[src/rtl/fk_ram.sv]
module fk_ram #(
  parameter int WIDTH = 32,
  parameter int DEPTH = 32
) (
  input  logic                     clk,
  input  logic                     we,
  input  logic [$clog2(DEPTH)-1:0] waddr,
  input  logic [WIDTH-1:0]         wdata,
  input  logic [$clog2(DEPTH)-1:0] raddr,
  output logic [WIDTH-1:0]         rdata
);

  logic [WIDTH-1:0] mem [DEPTH];

  always_ff @(posedge clk) begin
    if (we) begin
      mem[waddr] <= wdata;
    end
    rdata <= mem[raddr];
  end

endmodule

[config.mk]
export PLATFORM = sky130hd
export DESIGN_NAME = fk_ram
export DESIGN_NICKNAME = d
export VERILOG_FILES = /design/src/rtl/fk_ram.sv
export SDC_FILE = /design/constraint.sdc
export NUM_CORES = 1
export LEC_CHECK = 0
export ABC_AREA = 1
export CAP_MARGIN = 40
export CORE_UTILIZATION = 35
export CTS_CLUSTER_SIZE = 28
export DETAILED_ROUTE_END_ITERATION = 8
export DONT_BUFFER_PORTS = 1
export HOLD_SLACK_MARGIN = 0.06
export SKIP_LAST_GASP = 1
export SYNTH_ARGS = -nofsm -noshare
export SYNTH_HDL_FRONTEND = slang
export SYNTH_SLANG_ARGS = --single-unit
[constraint.sdc]
create_clock -name clk -period 2.5 [get_ports clk]
set_input_delay 0.375 -clock clk [delete_from_list [all_inputs] [get_ports clk]]
set_output_delay 0.375 -clock clk [all_outputs]
set_load 0.02 [all_outputs]
## After elaboration in Yosys (flattened, before gate mapping)

Memories as Yosys holds them, arrays and structs flattened. A register that Yosys moved wholly into a read port is not among the register bits.
Index checks and enable logic that the tools add are counted.
W data, S select, Z words.

| cells by class | value |
|---|---|
| multiplexer cells | 2 |

Operators with widths:

| cell | number |
|---|---|
| $mux W1 | 2 |

| word-level totals | value |
|---|---|
| output and inout bits | 32 |
| logic and storage cells | 3 |
| bits of input ports | 44 |
| RAM bits | 1,024 |
| flip-flop bits (word level) | 0 |
| memories | 1 |

Memory list:

| memory | words | bits a word | read ports | clocked after Yosys merged registers in | wr ports | line | source |
|---|---|---|---|---|---|---|---|
| mem | 32 | 32 | 1 | 1 | 1 | 13 | `logic [WIDTH-1:0] mem [DEPTH];` |

## Logic depth before layout (Yosys ltp)

| logic depth | value |
|---|---|
| word-level depth | 2 |
| mapped depth | 12 |
| depth with buffers taken out | 9 |

## Worst setup path before layout

No wires, ideal clock.

| timing | value |
|---|---|
| path kind | input-to-reg |
| start | in waddr[0] |
| end | mem mem[8][0] (enable) |
| data required time | 2,079 ps |
| stages on the path | 3 |
| buffers on the path | 0 |
| path slack | 49 ps |
| library setup time | 421 ps |
| arrival time | 2,030 ps |
| cells stage by stage | inv_1 > nand3_1 > nor2_1 |

RTL lines:

| element | line | source |
|---|---|---|
| start: declaration | 7 | `input logic [$clog2(DEPTH)-1:0] waddr,` |
| end: declaration | 13 |  |

Straight into the memory's write port.

==> summary.md <==
| Metric | Value |
|---|---|
| Status | finished, violations left |
| Violated checks | negative setup slack |
| Critical Path AT | 3.27 ns |
| Synth Area per Inst | 12.0 sq um |
| Setup_tns | -0.154 ns |
| Synth Area in Adders | 0 |
| DR DRC count | 0 |
| Final clock skew | 0.0349 ns |
| Total track usage | 0.187 |
| Num rows | approximately 130 |
| Netlist cell types | 14 |
| IO Port Bufs | 0 |
| Post-Syn Nets | ~3600 |
| Starting Density | 0.353 |
| Ys Warns | 0 |
| Fraction of layout cells with a size suffix above 1 | 0.0820 |
| Mapped Cells | roughly 3500 |
| Post-Synth Simple-Gate Area | 0.222 |
| Core area | between 100000 and 150000 sq um |
| R2R Setup Slk | around 0.36 ns |
| Static Leak | around 17 nW |
| Initial antenna violation count | 12 |
| Min-delay worst type | in -> reg |
| Compound-Gate Fraction of Synth Area | 0 |
| Achievable Freq | 0.377 GHz |
| Worst-path fanout max | between 500 and 600 |
| FILL cells | 11100 |
| Placed cell count | about 5000 |
| Remaining Overflow, GRT | 0 |
| DRT Wirelength | 116000 microns |
| RR Startpoint | mem[23][16] |
| CTS tree | yes |
| Sink Count | approximately 1100 |
| Worst path setup slack after routing | -0.154 ns |
| Vert. Die Dim | between 300 and 400 microns |
| Power Density | between 700 and 800 nW/um^2 |
| Die area | between 100000 and 150000 sq um |
| Vias/cell | about 5.1 |
| VDD IR-drop max | approximately 0.59 mV |
| Cts hold-fix bufs | between 40 and 50 |
| Rel. slew slack | 0.464 |
| XOR/XNOR Fraction of Synth Area | 0 |
| PostCTS Resize Cnt | 0 |
| Clk Latency, worst-skew pair | between 0.6 and 0.7 ns |
| Bufs on Longest Clock Path | 3 |
| GP Congestion | around 0.75 |
| Post-route ant nets | 0 |
| Final hold slack | approximately 0.10 ns |
| Hold Path Sink | rdata[4] |
| Hold path start | raddr[2] |
| Util after Layout | 0.406 |
| Die width | 350 microns |
| Synth Cell Area | about 42000 sq um |
| CTS clk-pin slew, worst paths | ~0.060 ns |
| Final HPWL DP | between 50000 and 60000 microns |
| Fin crit share | 1.06 |
| CP endpoint kind | flip-flop |
| Multiplexer share of the synthesized area | 0 |
| TritonRoute pass-1 iters | 5 |
| Final Max Slew Viols | 0 |
| # setup viols final | 1 |
| WS Path Type | in -> reg |
| R2R Path End | rdata[16] |
| Worst R2R Path Depth | 10 |
| Avg WL per Cell | between 20 and 25 microns |
| Fin crit period | ~2.7 ns |
| H-tree depth | 3 |
| Hold path depth | 6 |
| Max-cap viol count | 0 |
| Io pins | 76 |
| Post-Layout Cell Count | ~5300 |
| 1st-iter DRT viols | about 2800 |
| Area post-placement | between 40000 and 50000 sq um |
| Vias | between 20000 and 30000 |
| Final instance area | 48700 sq um |
| Worst Tran Pin Value | 0.801 ns |
| Fin. Hold Viols | 0 |
| Register area share after synthesis | 0.740 |
| Number of post-CTS setup repair buffers | 0 |
| Largest family of logic cells by synthesized area | simple AND/OR/NAND/NOR gates |
| Nets | approximately 3600 |
| Largest net degree at the start of global routing | 514 |
| First-pass GRT wire length | between 150000 and 200000 microns |
| CP startpoint kind | input pin |
| CP required | ~3.1 ns |
| Vias in the first global route | about 25000 |
| P&R area growth vs syn | 14.9% |
| Unrepaired setup endpoints after global routing | no |
| Synthesized flop and latch total | 1056 |
| Cts bufs inserted | about 100 |
| CTS Root Cell | clkbuf_16 |
==> registers in the layout, summed over array words and instances (netlist names) <==
| name | flops |
|---|---|
| rdata | 32 |
| mem | 1024 |
==> through the flow <==
stage	total power, W	setup slack [ns]
CTS	0.0379	0.180
finish	0.0378	-0.154
floorplan	0.0215	0.0485
global route	0.0389	0.0754
global placement	0.0218	0.455
detailed placement	0.0218	0.457
==> cells in the mapped netlist, drive strengths merged <==
master | count | area [sq um]
clkbuf | 24 | 90.1
nand2 | 1440 | 5410
inv | 10 | 45.1
edfxtp | 1024 | 30700
nor2 | 32 | 120
nand3 | 780 | 3900
dfxtp | 32 | 641
buf | 194 | 1450
==> cells by family (layout without fill, tap and decap cells) <==
group	count (synthesis)	count (layout)
DFF	1056	1056
buffers and inverters	228	352
other	0	1
and+or+nand+nor	2252	2252
==> power breakdown <==
part	internal (W)	switching (W)	leakage [nW]
Combinational	0.000646	0.00130	6.27
Sequential	0.0197	0.000211	9.49
Clock	0.00932	0.00665	1.69
==> how the worst max path moves through the flow <==
stage / startpoint / to / cells after the start
final: raddr[0] / rdata[1] / 13
after global routing: raddr[2] / rdata[1] / 9
after CTS: raddr[2] / rdata[1] / 9
after detailed placement: raddr[0] / rdata[7] / 10
after global placement: raddr[0] / rdata[7] / 10
after floorplan: waddr[0] / mem[8][0] / 3
==> cell usage in the layout, fill, tap and decap left out <==
master and instances:
inv_6 3, buf_6 3, clkinv_4 1, inv_2 1
inv_8 1, inv_16 2, clkinv_1 10, buf_12 47
buf_4 28, buf_16 3, clkbuf_1 30, dfxtp_1 32
bufinv_16 12, edfxtp_1 1024, diode_2 1, clkbuf_8 13
clkinvlp_4 5, clkinv_8 3, nand3_1 780, clkbuf_16 104
nor2_4 32, inv_1 5, clkinv_2 14, dlygate4sd3_1 39
buf_8 28, nand2_1 1440
==> worst max-delay path: stages <==
cell           delay, ns
inv_16              0.47
buf_12              0.28
buf_4               0.20
nand2_1             0.06
nand3_1             0.06
nand3_1             0.08
nand2_1             0.10
nand2_1             0.05
nand2_1             0.07
dlygate4sd3_1       0.54
nand2_1             0.05
nand2_1             0.05
dlygate4sd3_1       0.53
==> metal layers <==
metal / wire (microns) / track usage / part of all wire / up-vias
li1: - / - / - / 12400
met1: 47500 / 0.239 / 0.41 / 13200
met2: 58800 / 0.331 / 0.51 / 894
met3: 7310 / 0.0275 / 0.063 / 167
met4: 2360 / 0.0519 / 0.020 / 18
met5: 135 / 0 / 0.0012 / -
==> area by class of cell <==
cell class / instances / area, sq um / area share
clock buffers: 147 / 2890 / 0.0594
multi-input cells: 2252 / 9670 / 0.198
flip-flops and latches: 1056 / 31400 / 0.644
inverters: 10 / 67.6 / 0.00139
well taps: 1612 / 2020 / 0.0414
clock inverters: 47 / 596 / 0.0122
repair buffers: 148 / 2080 / 0.0427
diodes: 1 / 2.50 / 0.0000514
Note: power is estimated with default switching activity, not from simulation.
