$ cat config.mk
export PLATFORM = sky130hd
export DESIGN_NAME = fk_mac
export DESIGN_NICKNAME = d
export VERILOG_FILES = /design/src/rtl/fk_pkg.sv /design/src/rtl/fk_mac.sv
export SDC_FILE = /design/constraint.sdc
export NUM_CORES = 2
export LEC_CHECK = 0
export BUFFER_PORTS_ARGS = -buffer_cell sky130_fd_sc_hd__buf_4
export CAP_MARGIN = 20
export CORE_MARGIN = 5
export CORE_UTILIZATION = 45
export CTS_CLUSTER_SIZE = 12
export DETAILED_ROUTE_END_ITERATION = 7
export GPL_TIMING_DRIVEN = 0
export HOLD_SLACK_MARGIN = 0.12
export SYNTH_ARGS = -nofsm -noshare
export SYNTH_HDL_FRONTEND = slang
export SYNTH_SLANG_ARGS = --single-unit
$ cat constraint.sdc
create_clock -name clk -period 8.6 [get_ports clk]
set_clock_uncertainty 0.15 [all_clocks]
set_input_delay 0.43 -clock clk [delete_from_list [all_inputs] [get_ports clk]]
set_output_delay 0.43 -clock clk [all_outputs]
set_load 0.005 [all_outputs]
$ cat src/rtl/fk_pkg.sv
package fk_pkg;

  localparam int NUM_JOINTS   = 6;
  localparam int CORDIC_STEPS = 30;

  localparam logic [4:0] LAST_STEP   = 5'd28;
  localparam logic [4:0] LAST_CORDIC = 5'(CORDIC_STEPS - 1);

  localparam logic signed [35:0] PI_Q30      = 36'sd3373259426;
  localparam logic signed [35:0] HALF_PI_Q30 = 36'sd1686629713;
  localparam logic signed [35:0] TWO_PI_Q30  = 36'sd6746518852;
  localparam logic signed [35:0] ONE_Q30     = 36'sd1073741824;
  localparam logic signed [35:0] TR_BOUND    = 36'sd4294967296;
  localparam logic signed [33:0] CORDIC_GAIN = 34'sd652032874;

  typedef enum logic [1:0] {KIND_RX, KIND_RY, KIND_RZ, KIND_TR} kind_t;

  typedef struct packed {
    kind_t      kind;
    logic       use_joint;
    logic [2:0] joint;
    logic [4:0] pidx;
    logic [1:0] nparams;
    logic       add_track;
  } step_t;

  typedef struct packed {
    logic       valid;
    logic       first;
    logic       last;
    logic [1:0] r;
    logic [1:0] k;
  } mac_ctl_t;

  typedef enum logic [3:0] {
    ST_IDLE, ST_STEP, ST_RD, ST_CAP, ST_SC_START, ST_SC_WAIT,
    ST_MAC, ST_DRAIN, ST_NEXT, ST_OUT
  } fk_state_t;

  typedef enum logic [1:0] {CS_IDLE, CS_REDUCE, CS_ITER, CS_FINISH} cordic_state_t;

  // The chain of elementary transforms, one entry per step.
  function automatic step_t step_info(input logic [4:0] s);
    step_t      st;
    logic [4:0] d;
    st = '{kind: KIND_TR, use_joint: 1'b0, joint: 3'd0, pidx: 5'd0,
           nparams: 2'd1, add_track: 1'b0};
    d = s - 5'd4;
    if (s < 5'd4) begin
      st.pidx = s;
      unique case (s[1:0])
        2'd0: st.kind = KIND_RX;
        2'd1: st.kind = KIND_RY;
        2'd2: st.kind = KIND_RZ;
        default: begin
          st.kind = KIND_TR;
          st.nparams = 2'd3;
          st.add_track = 1'b1;
        end
      endcase
    end else if (s < 5'd24) begin
      st.pidx = s + 5'd1;
      st.joint = d[4:2];
      unique case (d[1:0])
        2'd0: begin
          st.kind = KIND_RZ;
          st.use_joint = 1'b1;
          st.nparams = 2'd0;
        end
        2'd1: st.kind = KIND_RX;
        2'd2: st.kind = KIND_RY;
        default: begin
          st.kind = KIND_TR;
          st.nparams = 2'd2;
        end
      endcase
    end else begin
      st.pidx = s + 5'd1;
      unique case (s)
        5'd24: begin
          st.kind = KIND_RZ;
          st.use_joint = 1'b1;
          st.joint = 3'd5;
          st.nparams = 2'd0;
        end
        5'd25: st.kind = KIND_RX;
        5'd26: st.kind = KIND_RY;
        5'd27: st.kind = KIND_RZ;
        default: begin
          st.kind = KIND_TR;
          st.nparams = 2'd3;
        end
      endcase
    end
    return st;
  endfunction

  function automatic logic [31:0] atan_q30(input logic [4:0] i);
    logic [31:0] v;
    case (i)
      5'd0:  v = 32'h3243F6A8;
      5'd1:  v = 32'h1DAC6705;
      5'd2:  v = 32'h0FADBAFC;
      5'd3:  v = 32'h07F56EA6;
      5'd4:  v = 32'h03FEAB76;
      5'd5:  v = 32'h01FFD55B;
      5'd6:  v = 32'h00FFFAAA;
      5'd7:  v = 32'h007FFF55;
      5'd8:  v = 32'h003FFFEA;
      5'd9:  v = 32'h001FFFFD;
      5'd10: v = 32'h000FFFFF;
      default: v = (32'h1 << (6'd30 - 6'(i))) - 32'h1;
    endcase
    return v;
  endfunction

  function automatic logic signed [31:0] clamp_unit(input logic signed [35:0] v);
    logic signed [35:0] c;
    c = (v > ONE_Q30) ? ONE_Q30 : ((v < -ONE_Q30) ? -ONE_Q30 : v);
    return c[31:0];
  endfunction

endpackage

$ cat src/rtl/fk_mac.sv
module fk_mac import fk_pkg::*; (
  input  logic               clk,
  input  logic               rst,
  input  mac_ctl_t           issue,
  input  logic signed [31:0] op_a,
  input  logic signed [33:0] op_b,
  input  logic signed [35:0] base,
  output mac_ctl_t           held,
  output logic signed [35:0] sum
);

  logic signed [65:0] prod;
  logic signed [35:0] acc;
  logic signed [65:0] rounded;

  // Each product is rounded to Q30 on its own before it is summed.
  assign rounded = (prod + 66'sd536870912) >>> 30;
  assign sum = (held.first ? base : acc) + rounded[35:0];

  always_ff @(posedge clk) begin
    if (rst) begin
      held <= '0;
    end else begin
      held <= issue;
    end
  end

  always_ff @(posedge clk) begin
    prod <= 66'(op_a) * 66'(op_b);
    if (held.valid) begin
      acc <= sum;
    end
  end

endmodule

== Word level (Yosys, flattened, before mapping) ==
Cells that the tools add are included.

* Register bits: 109
* Bits of input ports: 111
* Output and inout bits: 43
* Word-level logic and storage cells: 11

* Add/sub/neg operators: 2
* Multiply operators: 1
* Muxes and demuxes: 1

{| class="wikitable"
|+ Operators with widths
! operator !! count
|-
| adder 66 x 31 -> 66 bit (second input constant) || 1
|-
| multiplier 32 x 34 -> 66 bit || 1
|-
| adder 36 bit || 1
|-
| 2-to-1 mux 36 bit || 1
|}

== Logic depth before layout (Yosys ltp) ==
* Word-level depth: 2
* Gate-level depth with buffers: 28
* Depth with buffers taken out: 27

== Worst setup path before layout ==
OpenSTA, ideal clock, no wires.

* Path type: input to register
* Start: input op_b[33]
* End: register prod[65]
* Setup time: 72 ps
* Arrival time: 7,941 ps
* Required time: 8,378 ps
* Setup slack: 437 ps
* Stages: 28
* Buffers on the path: 1
* Path through: clkbuf_1 nand2_1 inv_1 fa_1 inv_1 fa_1 inv_1 fa_1 fa_1 inv_1 fa_1 inv_1 fa_1 fa_1 inv_1 fa_1 inv_1 ha_1 a21o_1 a21o_1 a21o_1 a21o_1 a21oi_1 o2111ai_1 a2111oi_2 nor3_1 a311oi_1 xnor2_1

* Cells in the longest elaborated chain, start to end: 1

{| class="wikitable"
|+ RTL lines
! what !! RTL line !! text
|-
| from (decl) || fk_mac.sv:6 || <nowiki>input logic signed [33:0] op_b,</nowiki>
|-
| multiplier 32 x 34 -> 66 bit || fk_mac.sv:29 || <nowiki>prod <= 66'(op_a) * 66'(op_b);</nowiki>
|-
| to (signal assigned) || fk_mac.sv:29 ||
|-
| to (decl) || fk_mac.sv:12 || <nowiki>logic signed [65:0] prod;</nowiki>
|}

Every way passes these cells.
A chain may end at the register's enable or synchronous reset.

== Final worst setup path ==
* Start: input op_b[21]
* End: register prod[61]

Same word-level chain as after synthesis.

==> metrics.txt <==
Clock Sink Count=80; final HPWL from detailed placement=approximately 120 mm; synth-to-layout area growth=8.548%; relative slew slack=approximately a third; Crit Path Max Fanout=10; DR iter-0 viols=~2.1k; R2R Path End=acc[34]$_DFFE_PP_; antenna-violating nets left=0; GPL Wtd Cong=between 1 and 1.5; first-pass GRT wire length=roughly 210 mm; CP Capture Point=prod[61]$_DFF_P_; Fin. Hold Viols=0; port bufs=147; Total Nets Final=5984; I/O pins=154; Yosys reg bits=80; Syn Nets=approximately 5.8k; TritonRoute pass-1 iters=5; highest metal used=met5; met2 wire length=roughly 65 mm; Mean Syn Cell Area=about 9.6 µm²; Seq/Total Area, Yosys=between 4 and 5%; met3 WL=~15 mm; number of buffers created by CTS=9; Avg WL per Cell=between 20 and 25 µm; Worst R2R Path Depth=14; startpoint types=input pin; DRC=0; antenna violations before repair=8; CP endpoint kind=register; Initial Utilization=between 40% and 50%; Netlist Area Pre-Place=~41000 µm²; DIE WIDTH=between 300 and 400 µm; final worst path period share=slightly below 100%; commonest non-fill, non-tap cell in the layout=fa_1; status=complete, no violations; grt total ovfl=0; Die ar.=98350 µm²; Placement Setup Slack=-1.838 ns; commonest non-fill, non-tap cells in the layout=fa_1, inv_1, nand2_1, and2_1, ha_1; drt via density=approximately 5.4; cells after synthesis=4324; Longest Clk Path Bufs=2; count of cell types in the netlist=61; Chip Height=between 300 and 400 µm; main flop type after synthesis=dfxtp_1; Req. time, crit path=between 8 and 9 ns; Post-synth EDFFs=36; layout cells sized above 1=between 9 and 10%; fin crit period=about 8.5 ns; via count=between 30k and 40k; Root Driver=clkbuf_16; Warnings, synthesis=0; crit path DAT=8.64 ns; Core Region=91520 µm²; clk_lat worst skew=approximately 0.35 ns; Critical Path Source=op_b[21]; Fmax=roughly 120 MHz; htree depth=3; final core utilization=approximately half; Final WS setup=0.07777 ns; CTS clk-pin slew, worst paths=~0.060 ns; worst min-delay path category=in2reg; Worst-Margin Slew=~1.0 ns; Total Wirelength=about 140 mm; Max Cap Viol=0; # setup viols final=0; vias in the first global route=approximately 33k; Setup CP Type=in2reg; R2R Setup Slk=between 3 and 4 ns; largest net degree at the start of global routing=38; ys async rst share=0%; worst r2r src=held[5]$_SDFF_PP0_; FP Rows=111; CTS tree=yes; count of pins over their slew limit=0; all-layer global routing usage=around 29%; M1 WL=approximately 55 mm; filler cell count=approximately 8.8k
==> registers in the layout, indices dropped and copies added, names as in the netlist <==
register  cells
prod         37
acc          36
held          7
==> area by class of cell <==
class | count | area [µm²] | share of cell area [%]
multi-input cells | 3004 | 34980 | 77.68
inverters | 1031 | 3885 | 8.628
flip-flops and latches | 80 | 1963 | 4.360
well taps | 1186 | 1484 | 3.296
repair buffers | 177 | 1354 | 3.007
plain buffers | 208 | 1054 | 2.340
clock buffers | 10 | 239.0 | 0.5307
clock inverters | 6 | 50.05 | 0.1111
diodes | 8 | 20.02 | 0.04446
==> stage by stage <==
step | hold WS (ns) | setup TNS [ns] | instance area [µm²] | std cells
4_1_cts | 0.1209 | -0.05096 | 44730 | 5687
3_5_place_dp | 0.4946 | -27.49 | 44100 | 5658
6_report | 0.1356 | 0 | 45030 | 5710
5_1_grt | 0.1301 | -0.01497 | 45010 | 5703
3_3_place_gp | 0.4926 | -25.72 | 44070 | 5657
2_1_floorplan | 0.3516 | 0 | 41480 | 4324
==> worst min path at each step <==
stage	from	slack, ns	cells after the start	end
2_1_floorplan	rst	0.35	1	held[0]$_SDFF_PP0_
3_3_place_gp	issue[5]	0.49	2	held[5]$_SDFF_PP0_
3_5_place_dp	issue[3]	0.49	2	held[3]$_SDFF_PP0_
4_1_cts	issue[2]	0.12	2	held[2]$_SDFF_PP0_
5_1_grt	issue[6]	0.13	2	held[6]$_SDFF_PP0_
6_report	rst	0.14	2	held[6]$_SDFF_PP0_
==> cells by family after synthesis <==
group	after synthesis	synth area share, %
adders and majority gates	1362	61.75
and+or+nand+nor	1284	15.50
buffers and inverters	1240	11.22
AOI/OAI and AO/OA	203	3.309
xor gates and xnor gates	118	2.491
DFF	80	4.729
muxes	37	0.9984
==> timing repair <==
action	CTS	global route
hold endpoints to repair	2	0
gates resized for setup	146	157
endpoints found under the setup margin	27	9
pin swaps	4	6
setup buffers	12	15
hold buffers	2	0
==> synthesized netlist by cell type, drive strengths merged, types with 5 or more instances <==
cell    number  share of area, %
a211oi       9              0.17
a21o        42              0.76
a21oi       64              0.78
and2       537               8.1
and3        12              0.18
and4         6              0.13
clkbuf     207               1.9
dfxtp       44               2.1
edfxtp      36               2.6
fa        1142                55
ha         220               6.6
inv       1030               9.3
mux2        35              0.95
nand2      569               5.1
nand2b      16              0.24
nand3       23              0.28
nand4       13              0.20
nor2        63              0.57
nor2b       14              0.21
nor3        13              0.16
o21a         9              0.16
o21ai       22              0.27
o21bai      13              0.24
o31a         5              0.11
or3          8              0.12
xnor2       81               1.7
xor2        37              0.78
==> routing by layer <==
layer  vias up  global-route usage, %
met4         2                  10.43
met5         -                  1.038
met2      1479                  46.70
li1      12870                      -
met1     16200                  38.93
met3       285                  8.273
==> worst max-delay path, stage by stage <==
cell and delay, ns:
buf_4 0.17, clkbuf_2 0.38, and2_1 0.20, fa_1 0.45, fa_1 0.55, fa_1 0.53, inv_1 0.05, fa_1 0.53
inv_1 0.07, fa_1 0.49, fa_1 0.51, fa_1 0.56, fa_1 0.44, ha_1 0.34, and4_2 0.30, nand4_1 0.22
or3_4 0.41, o221ai_4 0.25, o211ai_1 0.12, buf_4 0.17, buf_4 0.15, o211ai_1 0.27, a21oi_2 0.15, o31a_1 0.40
o21ai_0 0.26, xor2_1 0.21
Power is left out: the tool's default activity adds up to more than one toggle a clock period on the data nets, which glitch-free logic cannot reach.
